===== config.mk =====
export PLATFORM = sky130hd
export DESIGN_NAME = colour_text_parser
export DESIGN_NICKNAME = d
export VERILOG_FILES = /design/src/rtl/ctp_pkg.sv /design/src/rtl/ctp_in_stage.sv /design/src/rtl/ctp_parse.sv /design/src/rtl/ctp_out_stage.sv /design/src/rtl/colour_text_parser.sv
export SDC_FILE = /design/constraint.sdc
export NUM_CORES = 1
export LEC_CHECK = 0
export BUFFER_PORTS_ARGS = -buffer_cell sky130_fd_sc_hd__buf_2
export CORE_ASPECT_RATIO = 0.9
export CORE_UTILIZATION = 60
export CTS_BUF_LIST = sky130_fd_sc_hd__clkbuf_4
export DETAILED_ROUTE_END_ITERATION = 6
export PLACE_DENSITY_LB_ADDON = 0.05
export SLEW_MARGIN = 5
export SYNTH_ARGS = -nofsm -noshare
export SYNTH_HDL_FRONTEND = slang
export SYNTH_HIERARCHICAL = 1
export SYNTH_SLANG_ARGS = --single-unit

===== constraint.sdc =====
create_clock -name clk -period 3.9 [get_ports clk]
set_clock_uncertainty 0.1 [all_clocks]
set_input_delay 0.195 -clock clk [delete_from_list [all_inputs] [get_ports clk]]
set_output_delay 0.195 -clock clk [all_outputs]
set_load 0.02 [all_outputs]

===== src/rtl/ctp_pkg.sv =====
`timescale 1ns / 1ps

package ctp_pkg;

  localparam logic [7:0] CH_NUL   = 8'h00;
  localparam logic [7:0] CH_TAB   = 8'h09;
  localparam logic [7:0] CH_LF    = 8'h0A;
  localparam logic [7:0] CH_CR    = 8'h0D;
  localparam logic [7:0] CH_SPACE = 8'h20;
  localparam logic [7:0] CH_HASH  = 8'h23;
  localparam logic [7:0] CH_ZERO  = 8'h30;
  localparam logic [7:0] CH_NINE  = 8'h39;

  localparam logic [3:0] HEX_MAX   = 4'd8;
  localparam logic [3:0] HEX_SHORT = 4'd3;
  localparam logic [3:0] HEX_RGB   = 4'd6;
  localparam logic [2:0] NUM_MAX   = 3'd4;
  localparam logic [2:0] NUM_MIN   = 3'd3;
  localparam logic [7:0] BYTE_MAX  = 8'hFF;

  typedef enum logic [1:0] {
    PH_SKIP = 2'd0,
    PH_HEX  = 2'd1,
    PH_DEC  = 2'd2
  } phase_t;

  // character item handed from the input register to the parser
  typedef struct packed {
    logic       valid;
    logic [7:0] ch;
  } chr_t;

  typedef struct packed {
    logic       valid;
    logic       ok;
    logic [7:0] red;
    logic [7:0] green;
    logic [7:0] blue;
    logic [7:0] alpha;
  } res_t;

  // {is_hex, nibble}
  function automatic logic [4:0] hex_nibble(input logic [7:0] c);
    logic [4:0] r;
    r = 5'd0;
    if (c >= 8'h30 && c <= 8'h39) r = {1'b1, 4'(c - 8'h30)};
    else if (c >= 8'h61 && c <= 8'h66) r = {1'b1, 4'(c - 8'h57)};
    else if (c >= 8'h41 && c <= 8'h46) r = {1'b1, 4'(c - 8'h37)};
    return r;
  endfunction

endpackage


===== src/rtl/ctp_in_stage.sv =====
`timescale 1ns / 1ps

module ctp_in_stage
  import ctp_pkg::*;
(
  input  logic       clk,
  input  logic       rst_n,
  input  logic       in_valid,
  output logic       in_ready,
  input  logic [7:0] in_ch,
  input  logic       slot_free,
  output chr_t       chr
);

  logic       valid_r;
  logic       valid_nxt;
  logic [7:0] ch_r;
  logic       take;

  // a terminator only moves on when the result register can take its item
  assign take      = valid_r && ((ch_r != CH_NUL) || slot_free);
  assign in_ready  = !valid_r || take;
  assign valid_nxt = (in_valid && in_ready) || (valid_r && !take);

  always_ff @(posedge clk) begin
    if (!rst_n) begin
      valid_r <= 1'b0;
    end else begin
      valid_r <= valid_nxt;
    end
  end

  always_ff @(posedge clk) begin
    if (in_valid && in_ready) begin
      ch_r <= in_ch;
    end
  end

  assign chr.valid = take;
  assign chr.ch    = ch_r;

endmodule


===== src/rtl/ctp_parse.sv =====
`timescale 1ns / 1ps

module ctp_parse
  import ctp_pkg::*;
(
  input  logic clk,
  input  logic rst_n,
  input  chr_t chr,
  output res_t res
);

  phase_t     phase_r, phase_nxt;
  logic [3:0] hex_cnt_r, hex_cnt_nxt;
  logic       hex_stop_r, hex_stop_nxt;
  logic [3:0] hex_dig_r [8];
  logic       hex_we;
  logic [2:0] num_cnt_r, num_cnt_nxt;
  logic       in_num_r, in_num_nxt;
  logic [7:0] num_val_r, num_val_nxt;
  logic [7:0] comp_r [4];
  logic [7:0] comp_nxt [4];

  logic       term, ws, hash, digit;
  logic [4:0] nib;
  logic       dec_go;
  logic [11:0] acc;
  logic [7:0] acc_sat;

  logic       fin_take;
  logic [2:0] fin_cnt;
  logic [7:0] fin_comp [4];

  assign term  = (chr.ch == CH_NUL);
  assign ws    = (chr.ch == CH_SPACE) || (chr.ch == CH_TAB) ||
                 (chr.ch == CH_LF) || (chr.ch == CH_CR);
  assign hash  = (chr.ch == CH_HASH);
  assign digit = (chr.ch >= CH_ZERO) && (chr.ch <= CH_NINE);
  assign nib   = hex_nibble(chr.ch);

  // first non-blank character that is not '#' is already a decimal character
  assign dec_go = chr.valid && !term && (phase_r != PH_HEX) &&
                  !((phase_r == PH_SKIP) && (ws || hash));

  // value * 10 + digit, saturating
  assign acc = ({4'd0, num_val_r} << 3) + ({4'd0, num_val_r} << 1) +
               {4'd0, chr.ch - CH_ZERO};
  assign acc_sat = (acc > 12'd255) ? BYTE_MAX : acc[7:0];

  always_comb begin
    phase_nxt = phase_r;
    if (chr.valid) begin
      if (term) begin
        phase_nxt = PH_SKIP;
      end else begin
        unique case (phase_r)
          PH_SKIP: if (!ws) phase_nxt = hash ? PH_HEX : PH_DEC;
          PH_HEX:  phase_nxt = PH_HEX;
          PH_DEC:  phase_nxt = PH_DEC;
          default: phase_nxt = phase_r;
        endcase
      end
    end
  end

  always_comb begin
    hex_cnt_nxt  = hex_cnt_r;
    hex_stop_nxt = hex_stop_r;
    hex_we       = 1'b0;
    num_cnt_nxt  = num_cnt_r;
    in_num_nxt   = in_num_r;
    num_val_nxt  = num_val_r;
    for (int i = 0; i < 4; i++) comp_nxt[i] = comp_r[i];

    if (chr.valid && term) begin
      hex_cnt_nxt  = 4'd0;
      hex_stop_nxt = 1'b0;
      num_cnt_nxt  = 3'd0;
      in_num_nxt   = 1'b0;
      num_val_nxt  = 8'd0;
      comp_nxt[0]  = 8'd0;
      comp_nxt[1]  = 8'd0;
      comp_nxt[2]  = 8'd0;
      comp_nxt[3]  = BYTE_MAX;
    end else if (chr.valid && (phase_r == PH_HEX)) begin
      if (!hex_stop_r && (hex_cnt_r < HEX_MAX)) begin
        if (nib[4]) begin
          hex_we      = 1'b1;
          hex_cnt_nxt = hex_cnt_r + 4'd1;
        end else begin
          hex_stop_nxt = 1'b1;
        end
      end
    end else if (dec_go && (num_cnt_r < NUM_MAX)) begin
      if (digit) begin
        num_val_nxt = in_num_r ? acc_sat : (chr.ch - CH_ZERO);
        in_num_nxt  = 1'b1;
      end else if (in_num_r) begin
        comp_nxt[num_cnt_r[1:0]] = num_val_r;
        num_cnt_nxt = num_cnt_r + 3'd1;
        in_num_nxt  = 1'b0;
        num_val_nxt = 8'd0;
      end
    end
  end

  always_ff @(posedge clk) begin
    if (!rst_n) begin
      phase_r    <= PH_SKIP;
      hex_cnt_r  <= 4'd0;
      hex_stop_r <= 1'b0;
      num_cnt_r  <= 3'd0;
      in_num_r   <= 1'b0;
      num_val_r  <= 8'd0;
      comp_r[0]  <= 8'd0;
      comp_r[1]  <= 8'd0;
      comp_r[2]  <= 8'd0;
      comp_r[3]  <= BYTE_MAX;
    end else begin
      phase_r    <= phase_nxt;
      hex_cnt_r  <= hex_cnt_nxt;
      hex_stop_r <= hex_stop_nxt;
      num_cnt_r  <= num_cnt_nxt;
      in_num_r   <= in_num_nxt;
      num_val_r  <= num_val_nxt;
      for (int i = 0; i < 4; i++) comp_r[i] <= comp_nxt[i];
    end
  end

  always_ff @(posedge clk) begin
    if (hex_we) begin
      hex_dig_r[hex_cnt_r[2:0]] <= nib[3:0];
    end
  end

  // a number still open at the terminator counts
  assign fin_take = in_num_r && (num_cnt_r < NUM_MAX);
  assign fin_cnt  = num_cnt_r + {2'd0, fin_take};
  always_comb begin
    for (int i = 0; i < 4; i++) begin
      fin_comp[i] = (fin_take && (num_cnt_r[1:0] == 2'(i))) ? num_val_r : comp_r[i];
    end
  end

  always_comb begin
    res.valid = chr.valid && term;
    res.ok    = 1'b0;
    res.red   = 8'd0;
    res.green = 8'd0;
    res.blue  = 8'd0;
    res.alpha = 8'd0;
    unique case (phase_r)
      PH_SKIP: ;
      PH_HEX: begin
        if (hex_cnt_r == HEX_SHORT) begin
          res.ok    = 1'b1;
          res.red   = {hex_dig_r[0], hex_dig_r[0]};
          res.green = {hex_dig_r[1], hex_dig_r[1]};
          res.blue  = {hex_dig_r[2], hex_dig_r[2]};
          res.alpha = BYTE_MAX;
        end else if ((hex_cnt_r == HEX_RGB) || (hex_cnt_r == HEX_MAX)) begin
          res.ok    = 1'b1;
          res.red   = {hex_dig_r[0], hex_dig_r[1]};
          res.green = {hex_dig_r[2], hex_dig_r[3]};
          res.blue  = {hex_dig_r[4], hex_dig_r[5]};
          res.alpha = (hex_cnt_r == HEX_MAX) ? {hex_dig_r[6], hex_dig_r[7]} : BYTE_MAX;
        end
      end
      default: begin
        if (fin_cnt >= NUM_MIN) begin
          res.ok    = 1'b1;
          res.red   = fin_comp[0];
          res.green = fin_comp[1];
          res.blue  = fin_comp[2];
          res.alpha = fin_comp[3];
        end
      end
    endcase
  end

  a_term_clears: assert property (@(posedge clk) disable iff (!rst_n)
    (chr.valid && term) |=> (phase_r == PH_SKIP) && (hex_cnt_r == 4'd0) &&
                           (num_cnt_r == 3'd0) && !in_num_r)
    else $error("state not cleared after terminator");

  a_hex_bound: assert property (@(posedge clk) disable iff (!rst_n)
    hex_cnt_r <= HEX_MAX)
    else $error("hex digit count overflow");

  a_num_bound: assert property (@(posedge clk) disable iff (!rst_n)
    num_cnt_r <= NUM_MAX)
    else $error("number count overflow");

  a_refused_zero: assert property (@(posedge clk) disable iff (!rst_n)
    (res.valid && !res.ok) |-> ({res.red, res.green, res.blue, res.alpha} == 32'd0))
    else $error("refused item carries non-zero colour");

  a_hex_idle_count: assert property (@(posedge clk) disable iff (!rst_n)
    (phase_r != PH_HEX) |-> (hex_cnt_r == 4'd0) && !hex_stop_r)
    else $error("hex state outside hex phase");

endmodule


===== src/rtl/ctp_out_stage.sv =====
`timescale 1ns / 1ps

module ctp_out_stage
  import ctp_pkg::*;
(
  input  logic       clk,
  input  logic       rst_n,
  input  res_t       res,
  output logic       slot_free,
  output logic       out_valid,
  input  logic       out_ready,
  output logic       out_ok,
  output logic [7:0] out_red,
  output logic [7:0] out_green,
  output logic [7:0] out_blue,
  output logic [7:0] out_alpha
);

  logic       valid_r;
  logic       valid_nxt;
  logic       ok_r;
  logic [7:0] red_r, green_r, blue_r, alpha_r;

  assign slot_free = !valid_r || out_ready;
  assign valid_nxt = res.valid || (valid_r && !out_ready);

  always_ff @(posedge clk) begin
    if (!rst_n) begin
      valid_r <= 1'b0;
    end else begin
      valid_r <= valid_nxt;
    end
  end

  always_ff @(posedge clk) begin
    if (res.valid) begin
      ok_r    <= res.ok;
      red_r   <= res.red;
      green_r <= res.green;
      blue_r  <= res.blue;
      alpha_r <= res.alpha;
    end
  end

  assign out_valid = valid_r;
  assign out_ok    = ok_r;
  assign out_red   = red_r;
  assign out_green = green_r;
  assign out_blue  = blue_r;
  assign out_alpha = alpha_r;

  // the input side must never push a result into an occupied, stalled slot
  a_no_overwrite: assert property (@(posedge clk) disable iff (!rst_n)
    res.valid |-> slot_free)
    else $error("result item lost in output register");

  a_load_shows: assert property (@(posedge clk) disable iff (!rst_n)
    res.valid |=> valid_r)
    else $error("loaded item not presented");

  a_hold_on_stall: assert property (@(posedge clk) disable iff (!rst_n)
    (valid_r && !out_ready) |=> valid_r && $stable(ok_r) && $stable(red_r))
    else $error("stalled item changed");

endmodule


===== src/rtl/colour_text_parser.sv =====
`timescale 1ns / 1ps
// channel | signals                                   | accepted when
// --------+-------------------------------------------+-------------------------
// input   | in_valid, in_ready, in_ch                 | in_valid && in_ready
// result  | out_valid, out_ready, out_ok, out_red,    | out_valid && out_ready
//         | out_green, out_blue, out_alpha            |
//
// One character item per cycle while no terminator is held: an input register,
// then the parse step into the result register, which presents the item's result.
// Only the terminator (code 0) gives a result item; other characters never stall.
// A terminator waits in the input register while the result register is full
// and not taken; the input register then blocks further items.
// Synchronous active-low reset; parser state returns to its idle values.

module colour_text_parser
  import ctp_pkg::*;
(
  input  logic       clk,
  input  logic       rst_n,
  input  logic       in_valid,
  output logic       in_ready,
  input  logic [7:0] in_ch,
  output logic       out_valid,
  input  logic       out_ready,
  output logic       out_ok,
  output logic [7:0] out_red,
  output logic [7:0] out_green,
  output logic [7:0] out_blue,
  output logic [7:0] out_alpha
);

  chr_t chr;
  res_t res;
  logic slot_free;

  ctp_in_stage u_in (
    .clk      (clk),
    .rst_n    (rst_n),
    .in_valid (in_valid),
    .in_ready (in_ready),
    .in_ch    (in_ch),
    .slot_free(slot_free),
    .chr      (chr)
  );

  ctp_parse u_parse (
    .clk  (clk),
    .rst_n(rst_n),
    .chr  (chr),
    .res  (res)
  );

  ctp_out_stage u_out (
    .clk      (clk),
    .rst_n    (rst_n),
    .res      (res),
    .slot_free(slot_free),
    .out_valid(out_valid),
    .out_ready(out_ready),
    .out_ok   (out_ok),
    .out_red  (out_red),
    .out_green(out_green),
    .out_blue (out_blue),
    .out_alpha(out_alpha)
  );

endmodule

==> reports/metrics.cfg <==
[outcome]
status = complete, but fails checks
violations = design-rule violations

[power]
p_per_area_nw_per_um2 = 345
ir_worst_vdd_uv = 239
power_leakage_nw = 3.01

[layout]
instances_no_fill = 770
area_growth_pct = 11.7
diodes = 0
final_nets = 678
final_layout_size_suffix_gt1_frac = 0.158
fin_util = 0.696

[logic_synthesis]
synth_area_leaders = edfxtp_1 34%, dfxtp_1 16%, mux2i_1 13%
synth_edf_count = 73
synth_ff_type = edfxtp_1
async_flop_share = 0
synth_top_area_share = 0.339
syn-num-nets = 620
synth_area_um2 = 6470
synthDistinctLibCells = 57
synth.largest_area_cell = edfxtp_1
ys_seq_area_frac = 0.503
ys_ff_latch = 126
syn_avg_cell_area_um2 = 11.3
syn-instance-count = 570
ys_warn_count = 6

[routing]
drt_iter0_drc = 421
drt_wl_total_mm = 15.1
wl_met1_mm = 7.09
wl_per_cell_um = 19.6
wl_met2_mm = 6.60
met3_length_mm = 1.24
ant_nets = 0
drc = 2
num_vias = 4662
dr.pass1.iters = 7
viasPerCell = 6.05
top_layer = met4

[timing]
period_needed_ps = 3630
maxSlewHeadroom = 0.544
fmax_mhz = 275
setup_violations = 0
setup_tns_ps = 0
tightest_slew_ps = 679
rsz0062_at_grt = no
drv_slew = 0
hold_viol_final = 0
finalCritPeriodShare = 0.931

[placement]
hpwlAfterDp_mm = 10.7
gp_congestion = 0.948
io_buffers = 46
dpl.cell_count = 725

[clocking]
clk_latency_ps = 530
cts_root_buffer = clkbuf_4
cts.repair.resized = 0
h-tree-depth = 4
cts_made_buffers = 17
clkTransAtPathRegs_ps = 130
cts.sinks = 126
postCtsHoldBufs = 13
cts.path.max_buffers = 2
post_cts_buffers = 0
cts_tree = yes

[setup_path]
reg2reg_to = u_parse/num_val_r[0]
crit_fanout = 8
rr_worst_depth = 10
worstSetupPathType = reg2reg
critPathLaunch = u_in/ch_r[4]
critPathLaunchType = flip-flop
r2r_start = u_in/ch_r[4]
arrival_ps = 3950
endpoint_kind = flip-flop
critical_path_required_ps = 4210
cp-endpoint = u_parse/num_val_r[0]
reg2reg_slack_ps = 270

[die]
dieArea_um2 = 11200
fp.coreArea_um2 = 10400
die_y_um = 100
boundaryPins = 47
row_count = 35
start_util = 0.623
die_w_um = 111

[global_routing]
grt_pass1_vias = 4287
grt_first_pass_wirelength_mm = 23.3
grt_use_total = 0.280
grt_start_max_net_pins = 38
globalRouteOverflowTotal = 0
antenna_found_initial = 0

[hold_path]
hold_path.class = in2reg

[flow_run]
drv_cap = 0

[where the power goes]
| part | switching, W | leakage [nW] | internal [W] | total (W) |
|---|---|---|---|---|
| clock network | 0.000529 | 0.143 | 0.000389 | 0.000918 |
| registers | 0.0000206 | 1.14 | 0.00141 | 0.00143 |
| logic | 0.0000862 | 1.73 | 0.0000581 | 0.000144 |
[Yosys cell counts, types with 7 or more instances]
cell type	number
nor2_1	31
clkbuf_1	19
o21ai_1	11
nor2b_1	7
dfxtp_1	53
o22ai_1	32
nand3_1	7
a21oi_1	10
edfxtp_1	73
o2bb2ai_1	7
mux2i_1	81
nand2_1	53
nor3_1	7
and3_1	11
inv_1	25
ha_1	32
nor4_1	9
o21ai_0	8
a211o_1	8
[critical path, cell delays in order, from the launching register on]
cell and delay (ps):
edfxtp_1 510, ha_1 310, xnor2_1 280, fa_1 470, ha_1 380, a21o_1 210
a21oi_1 200, and3_1 180, o21ai_1 200, o311a_1 410, a221o_1 260
[logic make-up after synthesis]
kind of cell / share of synthesized area
muxes: 0.127
adders and majority gates: 0.0805
AOI/OAI and AO/OA: 0.118
buffers and inverters: 0.0354
and+or+nand+nor: 0.125
xor gates and xnor gates: 0.0108
DFF: 0.503
[layout make-up]
class | count | area (um2)
Tap cell | 129 | 161
Sequential cell | 126 | 3250
Fill cell | 784 | 3160
Inverter | 25 | 93.8
Multi-Input combinational cell | 390 | 3000
Clock buffer | 17 | 128
Timing Repair Buffer | 68 | 428
Clock inverter | 15 | 161
[worst min-delay path by stage]
stage              from  slack [ps]      endpoint  depth (start not counted)
4_1_cts        in_ch[5]         220  u_in/ch_r[5]                          2
3_3_place_gp   in_ch[7]         270  u_in/ch_r[7]                          1
3_5_place_dp   in_ch[5]         270  u_in/ch_r[5]                          1
6_report       in_ch[5]         260  u_in/ch_r[5]                          2
5_1_grt        in_ch[2]         210  u_in/ch_r[2]                          2
2_1_floorplan  in_ch[0]         190  u_in/ch_r[0]                          0
[registers in the layout, summed over array words and instances, names as in the netlist, 2 cells and up]
signal,count
u_in/ch_r,8
u_out/out_alpha,8
u_out/out_blue,8
u_out/out_green,8
u_out/out_red,8
u_parse/comp_r,32
u_parse/hex_cnt_r,4
u_parse/hex_dig_r,32
u_parse/num_cnt_r,3
u_parse/num_val_r,8
u_parse/phase_r,2
[cells in the final DEF (no fill, tap or decap), types with 4 or more instances in the layout]
cell type / n
a211o_1: 8
a211oi_1: 4
a21oi_1: 10
and3_1: 11
buf_2: 46
buf_4: 9
clkbuf_4: 17
clkinvlp_4: 4
dfxtp_1: 53
dlygate4sd3_1: 13
edfxtp_1: 73
fa_1: 6
ha_1: 32
inv_1: 25
inv_6: 4
mux2i_1: 81
nand2_1: 53
nand2b_1: 5
nand3_1: 7
nor2_1: 31
nor2b_1: 6
nor3_1: 6
nor4_1: 9
o2111ai_1: 4
o21ai_0: 8
o21ai_1: 10
o22ai_1: 32
o2bb2ai_1: 7
xnor2_1: 5
[per-stage QoR]
stage	hold slack (ps)	total power [W]	worst slack [ps]	area [um2]
5_1_grt	215	0.00258	148	7220
3_3_place_gp	272	0.00158	525	6800
4_1_cts	218	0.00250	310	7220
2_1_floorplan	194	0.00155	702	6470
3_5_place_dp	273	0.00159	361	6800
6_report	255	0.00249	269	7220
[metal layers]
layer  GRT usage  up-vias
met4      0.0894        0
met2       0.393      182
li1            -     2239
met1       0.420     2225
met5           0        -
met3      0.0764       16
Note: power is estimated with default switching activity, not from simulation.
